## src/design/pmfp_pkg.sv

```systemverilog
// Types, constants and codes of the power meter frame parser
`default_nettype none

package pmfp_pkg;

    localparam int BYTE_W      = 8;
    localparam int COEFF_W     = 24;
    localparam int WORD_W      = 24;
    localparam int VALUE_W     = 48;
    localparam int STATUS_W    = 2;
    localparam int FLAGS_W     = 3;
    localparam int FLAG_LSB    = 4;
    localparam int CFG_INDEX_W = 2;
    localparam int WORD_COUNT  = 6;
    localparam int WORD_BYTES  = 18;

    localparam int FRAME_BYTES = 24;
    localparam int POS_W       = $clog2(FRAME_BYTES);

    localparam logic [POS_W-1:0] POS_HUNT      = POS_W'(0);
    localparam logic [POS_W-1:0] POS_FIRST     = POS_W'(2);
    localparam logic [POS_W-1:0] POS_LAST_WORD = POS_W'(19);
    localparam logic [POS_W-1:0] POS_FLAG      = POS_W'(20);
    localparam logic [POS_W-1:0] POS_LAST      = POS_W'(FRAME_BYTES - 1);

    localparam logic [BYTE_W-1:0] SYNC_BYTE   = 8'h5A;
    localparam logic [BYTE_W-1:0] HDR_A       = 8'h55;
    localparam logic [BYTE_W-1:0] HDR_B       = 8'hAA;
    localparam logic [BYTE_W-1:0] HDR_NIB_MSK = 8'hF0;

    localparam logic [COEFF_W-1:0] VOLTAGE_COEFF_RST = 24'd123208;
    localparam logic [COEFF_W-1:0] CURRENT_COEFF_RST = 24'd65536;
    localparam logic [COEFF_W-1:0] POWER_COEFF_RST   = 24'd123208;

    localparam logic [CFG_INDEX_W-1:0] CFG_VOLTAGE = 2'd0;
    localparam logic [CFG_INDEX_W-1:0] CFG_CURRENT = 2'd1;
    localparam logic [CFG_INDEX_W-1:0] CFG_POWER   = 2'd2;

    localparam logic [STATUS_W-1:0] STATUS_GOOD     = 2'd0;
    localparam logic [STATUS_W-1:0] STATUS_BAD_SUM  = 2'd1;
    localparam logic [STATUS_W-1:0] STATUS_ZERO_DIV = 2'd2;

    localparam logic [VALUE_W-1:0] VALUE_MAX = {VALUE_W{1'b1}};

    localparam int DIV_STEPS = VALUE_W;
    localparam int DIV_CNT_W = $clog2(DIV_STEPS);

    typedef enum logic [1:0] {
        SEQ_IDLE,
        SEQ_START,
        SEQ_WAIT
    } t_seq_state;

    typedef enum logic [1:0] {
        QTY_VOLTAGE,
        QTY_CURRENT,
        QTY_POWER
    } t_qty;

    typedef enum logic [1:0] {
        DIV_IDLE,
        DIV_MUL,
        DIV_STEP
    } t_div_state;

    typedef struct packed {
        logic               last;
        logic               sum_ok;
        logic [BYTE_W-1:0]  header;
        logic [FLAGS_W-1:0] flags;
    } t_frame_info;

    typedef struct packed {
        logic               start;
        logic [COEFF_W-1:0] coeff;
        logic [WORD_W-1:0]  param;
        logic [WORD_W-1:0]  divisor;
    } t_div_req;

    typedef struct packed {
        logic               done;
        logic               zero;
        logic [VALUE_W-1:0] quotient;
    } t_div_rsp;

endpackage

`default_nettype wire

```

## src/design/power_meter_frame_parser.sv

```systemverilog
// Power meter frame parser: hunts 24-byte meter frames on a byte stream, checks the sum of
// bytes 2 to 22 against byte 23 and scales voltage, current and power as
// coefficient * parameter / register in unsigned fixed point. Bytes are taken while the
// parser is idle. When the last byte of a frame whose checksum matches is taken, it starts
// three quantities in turn on one shared unit (one multiply step, then 48 restoring divide
// steps at one quotient bit per cycle, or a saturated result when the divisor is zero), and
// further bytes are held off until all three are done. The result beat waits in an output
// register while further bytes are taken; besides that, a frame's last byte is held off
// while that register is still full and stalled. Coefficients are written over the plain
// write port; the user must do so only while idle, which the block does not enforce.
`default_nettype none

module power_meter_frame_parser (
    input  wire logic                                i_clk,
    input  wire logic                                i_rst_n,
    input  wire logic                                i_in_valid,
    output logic                                     o_in_stall,
    input  wire logic [pmfp_pkg::BYTE_W-1:0]         i_rx_byte,
    output logic                                     o_out_valid,
    input  wire logic                                i_out_stall,
    output logic [pmfp_pkg::STATUS_W-1:0]            o_frame_status,
    output logic [pmfp_pkg::BYTE_W-1:0]              o_chip_state,
    output logic [pmfp_pkg::FLAGS_W-1:0]             o_update_flags,
    output logic [pmfp_pkg::VALUE_W-1:0]             o_voltage_value,
    output logic [pmfp_pkg::VALUE_W-1:0]             o_current_value,
    output logic [pmfp_pkg::VALUE_W-1:0]             o_power_value,
    input  wire logic                                i_cfg_we,
    input  wire logic [pmfp_pkg::CFG_INDEX_W-1:0]    i_cfg_index,
    input  wire logic [pmfp_pkg::COEFF_W-1:0]        i_cfg_data
);

    pmfp_pkg::t_seq_state r_state, n_state;
    pmfp_pkg::t_qty       r_qty,   n_qty;
    logic                 r_zero,  n_zero;
    logic                 r_out_valid, n_out_valid;
    logic [pmfp_pkg::STATUS_W-1:0] r_status, n_status;
    logic [pmfp_pkg::BYTE_W-1:0]   r_chip,   n_chip;
    logic [pmfp_pkg::FLAGS_W-1:0]  r_flags,  n_flags;
    logic [pmfp_pkg::VALUE_W-1:0]  r_volt,   n_volt;
    logic [pmfp_pkg::VALUE_W-1:0]  r_curr,   n_curr;
    logic [pmfp_pkg::VALUE_W-1:0]  r_pow,    n_pow;
    logic [pmfp_pkg::COEFF_W-1:0]  r_vcoeff, r_ccoeff, r_pcoeff;

    pmfp_pkg::t_frame_info info;
    pmfp_pkg::t_div_req    div_req;
    pmfp_pkg::t_div_rsp    div_rsp;
    logic [pmfp_pkg::WORD_COUNT-1:0][pmfp_pkg::WORD_W-1:0] words;
    logic                  in_take;
    logic                  out_take;

    assign o_in_stall = (r_state != pmfp_pkg::SEQ_IDLE)
                     || (info.last && r_out_valid && i_out_stall);
    assign in_take    = i_in_valid && !o_in_stall;
    assign out_take   = r_out_valid && !i_out_stall;

    pmfp_collect u_collect (
        .i_clk    (i_clk),
        .i_rst_n  (i_rst_n),
        .i_accept (in_take),
        .i_byte   (i_rx_byte),
        .o_info   (info),
        .o_words  (words)
    );

    pmfp_divider u_divider (
        .i_clk   (i_clk),
        .i_rst_n (i_rst_n),
        .i_req   (div_req),
        .o_rsp   (div_rsp)
    );

    always_ff @(posedge i_clk) begin
        if (!i_rst_n) begin
            r_vcoeff <= pmfp_pkg::VOLTAGE_COEFF_RST;
            r_ccoeff <= pmfp_pkg::CURRENT_COEFF_RST;
            r_pcoeff <= pmfp_pkg::POWER_COEFF_RST;
        end else if (i_cfg_we) begin
            unique case (i_cfg_index)
                pmfp_pkg::CFG_VOLTAGE: r_vcoeff <= i_cfg_data;
                pmfp_pkg::CFG_CURRENT: r_ccoeff <= i_cfg_data;
                pmfp_pkg::CFG_POWER:   r_pcoeff <= i_cfg_data;
                default: ;
            endcase
        end
    end

    // operand select for the shared unit
    always_comb begin
        div_req.start = (r_state == pmfp_pkg::SEQ_START);
        unique case (r_qty)
            pmfp_pkg::QTY_VOLTAGE: begin
                div_req.coeff   = r_vcoeff;
                div_req.param   = words[0];
                div_req.divisor = words[1];
            end
            pmfp_pkg::QTY_CURRENT: begin
                div_req.coeff   = r_ccoeff;
                div_req.param   = words[2];
                div_req.divisor = words[3];
            end
            default: begin
                div_req.coeff   = r_pcoeff;
                div_req.param   = words[4];
                div_req.divisor = words[5];
            end
        endcase
    end

    always_comb begin
        n_state     = r_state;
        n_qty       = r_qty;
        n_zero      = r_zero;
        n_out_valid = r_out_valid && !out_take;
        n_status    = r_status;
        n_chip      = r_chip;
        n_flags     = r_flags;
        n_volt      = r_volt;
        n_curr      = r_curr;
        n_pow       = r_pow;
        unique case (r_state)
            pmfp_pkg::SEQ_IDLE: begin
                if (in_take && info.last) begin
                    n_chip  = info.header;
                    n_flags = info.flags;
                    if (!info.sum_ok) begin
                        n_status    = pmfp_pkg::STATUS_BAD_SUM;
                        n_volt      = '0;
                        n_curr      = '0;
                        n_pow       = '0;
                        n_out_valid = 1'b1;
                    end else begin
                        n_zero  = 1'b0;
                        n_qty   = pmfp_pkg::QTY_VOLTAGE;
                        n_state = pmfp_pkg::SEQ_START;
                    end
                end
            end
            pmfp_pkg::SEQ_START: begin
                n_state = pmfp_pkg::SEQ_WAIT;
            end
            pmfp_pkg::SEQ_WAIT: begin
                if (div_rsp.done) begin
                    n_zero = r_zero || div_rsp.zero;
                    unique case (r_qty)
                        pmfp_pkg::QTY_VOLTAGE: begin
                            n_volt  = div_rsp.quotient;
                            n_qty   = pmfp_pkg::QTY_CURRENT;
                            n_state = pmfp_pkg::SEQ_START;
                        end
                        pmfp_pkg::QTY_CURRENT: begin
                            n_curr  = div_rsp.quotient;
                            n_qty   = pmfp_pkg::QTY_POWER;
                            n_state = pmfp_pkg::SEQ_START;
                        end
                        default: begin
                            n_pow       = div_rsp.quotient;
                            n_status    = (r_zero || div_rsp.zero) ? pmfp_pkg::STATUS_ZERO_DIV
                                                                   : pmfp_pkg::STATUS_GOOD;
                            n_out_valid = 1'b1;
                            n_state     = pmfp_pkg::SEQ_IDLE;
                        end
                    endcase
                end
            end
            default: begin
                n_state = pmfp_pkg::SEQ_IDLE;
            end
        endcase
    end

    always_ff @(posedge i_clk) begin
        if (!i_rst_n) begin
            r_state     <= pmfp_pkg::SEQ_IDLE;
            r_qty       <= pmfp_pkg::QTY_VOLTAGE;
            r_zero      <= 1'b0;
            r_out_valid <= 1'b0;
        end else begin
            r_state     <= n_state;
            r_qty       <= n_qty;
            r_zero      <= n_zero;
            r_out_valid <= n_out_valid;
        end
    end

    always_ff @(posedge i_clk) begin
        r_status <= n_status;
        r_chip   <= n_chip;
        r_flags  <= n_flags;
        r_volt   <= n_volt;
        r_curr   <= n_curr;
        r_pow    <= n_pow;
    end

    assign o_out_valid     = r_out_valid;
    assign o_frame_status  = r_status;
    assign o_chip_state    = r_chip;
    assign o_update_flags  = r_flags;
    assign o_voltage_value = r_volt;
    assign o_current_value = r_curr;
    assign o_power_value   = r_pow;

endmodule

`default_nettype wire

```

## src/design/pmfp_collect.sv

```systemverilog
// Frame hunter and collector: header search, checksum, word shift line
`default_nettype none

module pmfp_collect (
    input  wire logic                                         i_clk,
    input  wire logic                                         i_rst_n,
    input  wire logic                                         i_accept,
    input  wire logic [pmfp_pkg::BYTE_W-1:0]                  i_byte,
    output pmfp_pkg::t_frame_info                             o_info,
    output logic [pmfp_pkg::WORD_COUNT-1:0][pmfp_pkg::WORD_W-1:0] o_words
);

    logic [pmfp_pkg::POS_W-1:0]  r_pos,    n_pos;
    logic [pmfp_pkg::BYTE_W-1:0] r_prev,   n_prev;
    logic [pmfp_pkg::BYTE_W-1:0] r_sum,    n_sum;
    logic [pmfp_pkg::BYTE_W-1:0] r_header, n_header;
    logic [pmfp_pkg::BYTE_W-1:0] r_flag,   n_flag;
    logic [pmfp_pkg::WORD_BYTES-1:0][pmfp_pkg::BYTE_W-1:0] r_field, n_field;
    logic                        prev_is_header;

    assign prev_is_header = ((r_prev & pmfp_pkg::HDR_NIB_MSK) == pmfp_pkg::HDR_NIB_MSK)
                         || (r_prev == pmfp_pkg::HDR_A) || (r_prev == pmfp_pkg::HDR_B);

    always_comb begin
        n_pos    = r_pos;
        n_prev   = r_prev;
        n_sum    = r_sum;
        n_header = r_header;
        n_flag   = r_flag;
        n_field  = r_field;
        if (i_accept) begin
            n_prev = i_byte;
            priority if (r_pos == pmfp_pkg::POS_HUNT) begin
                if ((i_byte == pmfp_pkg::SYNC_BYTE) && prev_is_header) begin
                    n_header = r_prev;
                    n_sum    = '0;
                    n_pos    = pmfp_pkg::POS_FIRST;
                end
            end else if (r_pos == pmfp_pkg::POS_LAST) begin
                n_pos = pmfp_pkg::POS_HUNT;
            end else begin
                n_sum = r_sum + i_byte;
                if (r_pos <= pmfp_pkg::POS_LAST_WORD) begin
                    n_field = {r_field[pmfp_pkg::WORD_BYTES-2:0], i_byte};
                end else if (r_pos == pmfp_pkg::POS_FLAG) begin
                    n_flag = i_byte;
                end
                n_pos = r_pos + pmfp_pkg::POS_W'(1);
            end
        end
    end

    always_ff @(posedge i_clk) begin
        if (!i_rst_n) begin
            r_pos    <= pmfp_pkg::POS_HUNT;
            r_prev   <= '0;
            r_sum    <= '0;
            r_header <= '0;
            r_flag   <= '0;
        end else begin
            r_pos    <= n_pos;
            r_prev   <= n_prev;
            r_sum    <= n_sum;
            r_header <= n_header;
            r_flag   <= n_flag;
        end
    end

    always_ff @(posedge i_clk) begin
        r_field <= n_field;
    end

    // oldest byte sits at the top of the shift line
    always_comb begin
        for (int k = 0; k < pmfp_pkg::WORD_COUNT; k++) begin
            o_words[k] = {r_field[pmfp_pkg::WORD_BYTES-1-3*k],
                          r_field[pmfp_pkg::WORD_BYTES-2-3*k],
                          r_field[pmfp_pkg::WORD_BYTES-3-3*k]};
        end
    end

    assign o_info.last   = (r_pos == pmfp_pkg::POS_LAST);
    assign o_info.sum_ok = (r_sum == i_byte);
    assign o_info.header = r_header;
    assign o_info.flags  = r_flag[pmfp_pkg::FLAG_LSB +: pmfp_pkg::FLAGS_W];

endmodule

`default_nettype wire

```

## src/design/pmfp_divider.sv

```systemverilog
// Shared scaling unit: one multiply, then a bit-serial restoring divide (saturates on a zero divisor)
`default_nettype none

module pmfp_divider (
    input  wire logic              i_clk,
    input  wire logic              i_rst_n,
    input  wire pmfp_pkg::t_div_req i_req,
    output pmfp_pkg::t_div_rsp     o_rsp
);

    pmfp_pkg::t_div_state            r_state, n_state;
    logic [pmfp_pkg::DIV_CNT_W-1:0]  r_cnt,   n_cnt;
    logic                            r_done,  n_done;
    logic                            r_zero,  n_zero;
    logic [pmfp_pkg::VALUE_W-1:0]    r_quo,   n_quo;
    logic [pmfp_pkg::WORD_W-1:0]     r_rem,   n_rem;
    logic [pmfp_pkg::WORD_W-1:0]     r_div,   n_div;
    logic [pmfp_pkg::WORD_W:0]       trial;
    logic                            fits;

    assign trial = {r_rem, r_quo[pmfp_pkg::VALUE_W-1]};
    assign fits  = (trial >= {1'b0, r_div});

    always_comb begin
        n_state = r_state;
        n_cnt   = r_cnt;
        n_done  = 1'b0;
        n_zero  = r_zero;
        n_quo   = r_quo;
        n_rem   = r_rem;
        n_div   = r_div;
        unique case (r_state)
            pmfp_pkg::DIV_IDLE: begin
                if (i_req.start) begin
                    n_state = pmfp_pkg::DIV_MUL;
                end
            end
            pmfp_pkg::DIV_MUL: begin
                n_div = i_req.divisor;
                n_rem = '0;
                n_cnt = '0;
                if (i_req.divisor == '0) begin
                    n_quo   = pmfp_pkg::VALUE_MAX;
                    n_zero  = 1'b1;
                    n_done  = 1'b1;
                    n_state = pmfp_pkg::DIV_IDLE;
                end else begin
                    n_quo   = pmfp_pkg::VALUE_W'(i_req.coeff) * pmfp_pkg::VALUE_W'(i_req.param);
                    n_zero  = 1'b0;
                    n_state = pmfp_pkg::DIV_STEP;
                end
            end
            pmfp_pkg::DIV_STEP: begin
                if (fits) begin
                    n_rem = pmfp_pkg::WORD_W'(trial - {1'b0, r_div});
                end else begin
                    n_rem = trial[pmfp_pkg::WORD_W-1:0];
                end
                n_quo = {r_quo[pmfp_pkg::VALUE_W-2:0], fits};
                n_cnt = r_cnt + pmfp_pkg::DIV_CNT_W'(1);
                if (r_cnt == pmfp_pkg::DIV_CNT_W'(pmfp_pkg::DIV_STEPS - 1)) begin
                    n_done  = 1'b1;
                    n_state = pmfp_pkg::DIV_IDLE;
                end
            end
            default: begin
                n_state = pmfp_pkg::DIV_IDLE;
            end
        endcase
    end

    always_ff @(posedge i_clk) begin
        if (!i_rst_n) begin
            r_state <= pmfp_pkg::DIV_IDLE;
            r_done  <= 1'b0;
            r_cnt   <= '0;
        end else begin
            r_state <= n_state;
            r_done  <= n_done;
            r_cnt   <= n_cnt;
        end
    end

    always_ff @(posedge i_clk) begin
        r_zero <= n_zero;
        r_quo  <= n_quo;
        r_rem  <= n_rem;
        r_div  <= n_div;
    end

    assign o_rsp.done     = r_done;
    assign o_rsp.zero     = r_zero;
    assign o_rsp.quotient = r_quo;

endmodule

`default_nettype wire

```

## config.mk

```make
export PLATFORM = sky130hd
export DESIGN_NAME = power_meter_frame_parser
export DESIGN_NICKNAME = d
export VERILOG_FILES = /design/src/design/pmfp_pkg.sv /design/src/design/power_meter_frame_parser.sv /design/src/design/pmfp_collect.sv /design/src/design/pmfp_divider.sv
export SDC_FILE = /design/constraint.sdc
export NUM_CORES = 2
export LEC_CHECK = 0
export BUFFER_PORTS_ARGS = -buffer_cell sky130_fd_sc_hd__buf_2
export CAP_MARGIN = 10
export CORE_MARGIN = 5
export CORE_UTILIZATION = 45
export CTS_BUF_LIST = sky130_fd_sc_hd__clkbuf_2
export DETAILED_ROUTE_END_ITERATION = 10
export MAX_ROUTING_LAYER = met4
export PLACE_DENSITY = 0.69
export SYNTH_ARGS = -nofsm -noshare
export SYNTH_HDL_FRONTEND = slang
export SYNTH_SLANG_ARGS = --single-unit
export TNS_END_PERCENT = 1
```

## constraint.sdc

```tcl
create_clock -name i_clk -period 15.5 [get_ports i_clk]
set_input_delay 3.1 -clock i_clk [delete_from_list [all_inputs] [get_ports i_clk]]
set_output_delay 3.1 -clock i_clk [all_outputs]
set_load 0.01 [all_outputs]
```

==> run metrics <==
status complete, but fails checks; failing checks design-rule violations; drt initial violations 2400; top-count cell post-synth nand2_1; clk_skew 139 ps; filler cell count 8263; layout cells sized above 1 0.122; final net count 4868; die width 307 um; Place WS 6240 ps; WL met3 9.58 mm; critical path arrival 10400 ps; Final Wtd Congestion 0.956; Worst-Skew Late Latency 1270 ps; synthesized area per cell 10.1 um2; Worst-Margin Slew 1120 ps; Non-Filler Instances 5403; LEAKAGE 18.7 nW; Layout area overhead 8.70%; antenna violations before repair 10; fraction of the mapped netlist area in compound gates 0.0786; top layer in use met4; cell count along the critical path 25; Synth Area in Simple Gates 0.133; crit start category register; CTS tree built; Ports 198; Post-Syn Area 39800 um2; Initial Util 0.452; Slowest cell on crit path buf_4; clk root buf clkbuf_2; Final Hold Viols 0; max frequency 106 MHz; multiplexer area fraction after synthesis 0.0269; crit path max fanout 109; Clock Path Buffers 3; Yosys Warn Count 0; post-CTS resize count 0; sequential fraction of the synthesis area 0.360; pins over their slew limit 0; share of the synthesized area in the top cell type 0.300; synthesized-area fraction occupied by adder cells 0.310; drt total wl 106 mm; Worst-path clk slew 110 ps; Finish-stage setup viols 0; most used cell, CP fa_1; Rel. slew slack 0.255; synth unique cells 79; CP top delay family adder cells; GR Util All Layers 0.233; pwr/cell area 119 nW/um2; Reg area 14300 um2; area leader, netlist edfxtp_1; wl on met1 44.0 mm; total grt overflow 0; Cell Rows 109; CTS Buf Count 133; vias in the first global route 30100; vias after detailed routing 29200; Synth Flop Type edfxtp_1; global-route wire length before repair 167 mm; area of the multi-input gates 22500 um2; FF+latch count, synth 517; Post-CTS Setup Bufs 0; WP buf/inv 6; Cells after Synth 3937; mean number of vias per cell 5.40; DRT Pass-1 Iters 11; core area 88100 um2; peak supply drop 0.210 mV; input/output buffers 197; hold depth 0; max_cap viols 0; crit-path max cell delay 790 ps; async set or reset register ratio after synthesis 0; WP data required 16480 ps; die height 307 um; met2 WL 48.0 mm; DP HPWL 79.4 mm; DP Cell Count 5163; Synth Area in XOR/XNOR 0.0134; Remaining DRCs 1; FF-to-FF path depth 25; largest net degree at the start of global routing 110; DR WL/cell 19.6 um; final worst-path cycle share 0.608; EDFF count, synth 398; Final ANT Viol Nets 0; htree depth 4; Synth area leaders edfxtp_1, fa_1, ha_1, dfxtp_1, nand2_1; Mapped Nets 4671; worst min path class register to register; largest family of logic cells by synthesized area adder cells; clock net sink count 517; fin crit period 9420 ps; list of most frequent post-synthesis cells nand2_1, inv_1, fa_1, edfxtp_1, nor2_1; # hold bufs at CTS 0; crit end category register; Final WS setup 6080 ps; setup tns final 0 ps; RSZ-0062 raised after global routing false; die area 94500 um2; Setup CP Type register to register
[sequential cells by signal (all words and copies together) (netlist names), 24 cells and up]
name,cells
u_divider.r_quo,48
u_divider.r_div,24
r_pcoeff,24
o_current_value,48
r_vcoeff,24
o_voltage_value,48
o_power_value,48
u_collect.o_words,144
u_divider.r_rem,24
r_ccoeff,24
[layout make-up]
cell class / instances / area share
diodes: 7 / 0.000405
clock buffers: 190 / 0.0220
clock inverters: 42 / 0.00555
inverters: 610 / 0.0529
multi-input cells: 2607 / 0.519
flip-flops and latches: 517 / 0.332
well taps: 1165 / 0.0337
repair buffers: 265 / 0.0347
[path summary, 6_finish.rpt]
| check | to | slack (ps) | start |
|---|---|---|---|
| min reg2reg | o_chip_state[7] | 410 | u_collect.r_header[7] |
| min | o_chip_state[7] | 410 | u_collect.r_header[7] |
| max | u_divider.r_quo[47] | 6080 | r_qty[1] |
| max reg2reg | u_divider.r_quo[47] | 6080 | r_qty[1] |
[metrics by stage]
step                      hold WS (ps)  utilization  cell area [um2]  power, mW
after CTS                          391        0.491            43200       5.15
after global routing               434        0.491            43300       5.58
after floorplan                    408            -            39800       3.55
final                              410        0.491            43300       5.16
after global placement             412        0.477            42000       4.17
after detailed placement           418        0.477            42000       4.20
[cells in the final DEF (no fill, tap or decap), types with 22 or more instances in the layout]
cell,Yosys,layout
a21oi_1,174,168
buf_2,20,197
dfxtp_1,119,117
o21ai_1,25,26
nand3_1,38,38
and2_1,58,58
ha_1,211,210
edfxtp_1,398,398
xnor2_1,43,43
clkbuf_2,0,190
nand2_1,608,608
clkinv_1,2,22
mux2i_1,107,107
inv_1,607,607
nor3_1,25,25
a2bb2oi_1,23,23
o21a_1,48,48
buf_4,2,67
nand4_1,29,29
fa_1,484,484
a21o_1,33,33
nor2_1,388,386
o21ai_0,97,95
[power breakdown]
group,total (mW),internal (mW),switching (mW)
Combinational,2.66,1.03,1.63
Clock,0.921,0.353,0.568
Sequential,1.58,1.57,0.00497
Total,5.16,2.96,2.20
[metal layers]
layer | vias up | GRT usage
li1 | 13200 | -
met1 | 14400 | 0.303
met2 | 1358 | 0.357
met3 | 261 | 0.0528
met4 | 0 | 0.0938
met5 | - | -
[logic make-up after synthesis]
logic type,after synthesis
flip-flops,517
adder cells (fa/ha/maj),695
XOR/XNOR,61
buffers and inverters,813
multiplexers,107
AND/OR/NAND/NOR,1247
AO/OA/AOI/OAI,497
No activity file was read; power rests on OpenSTA's default activity.
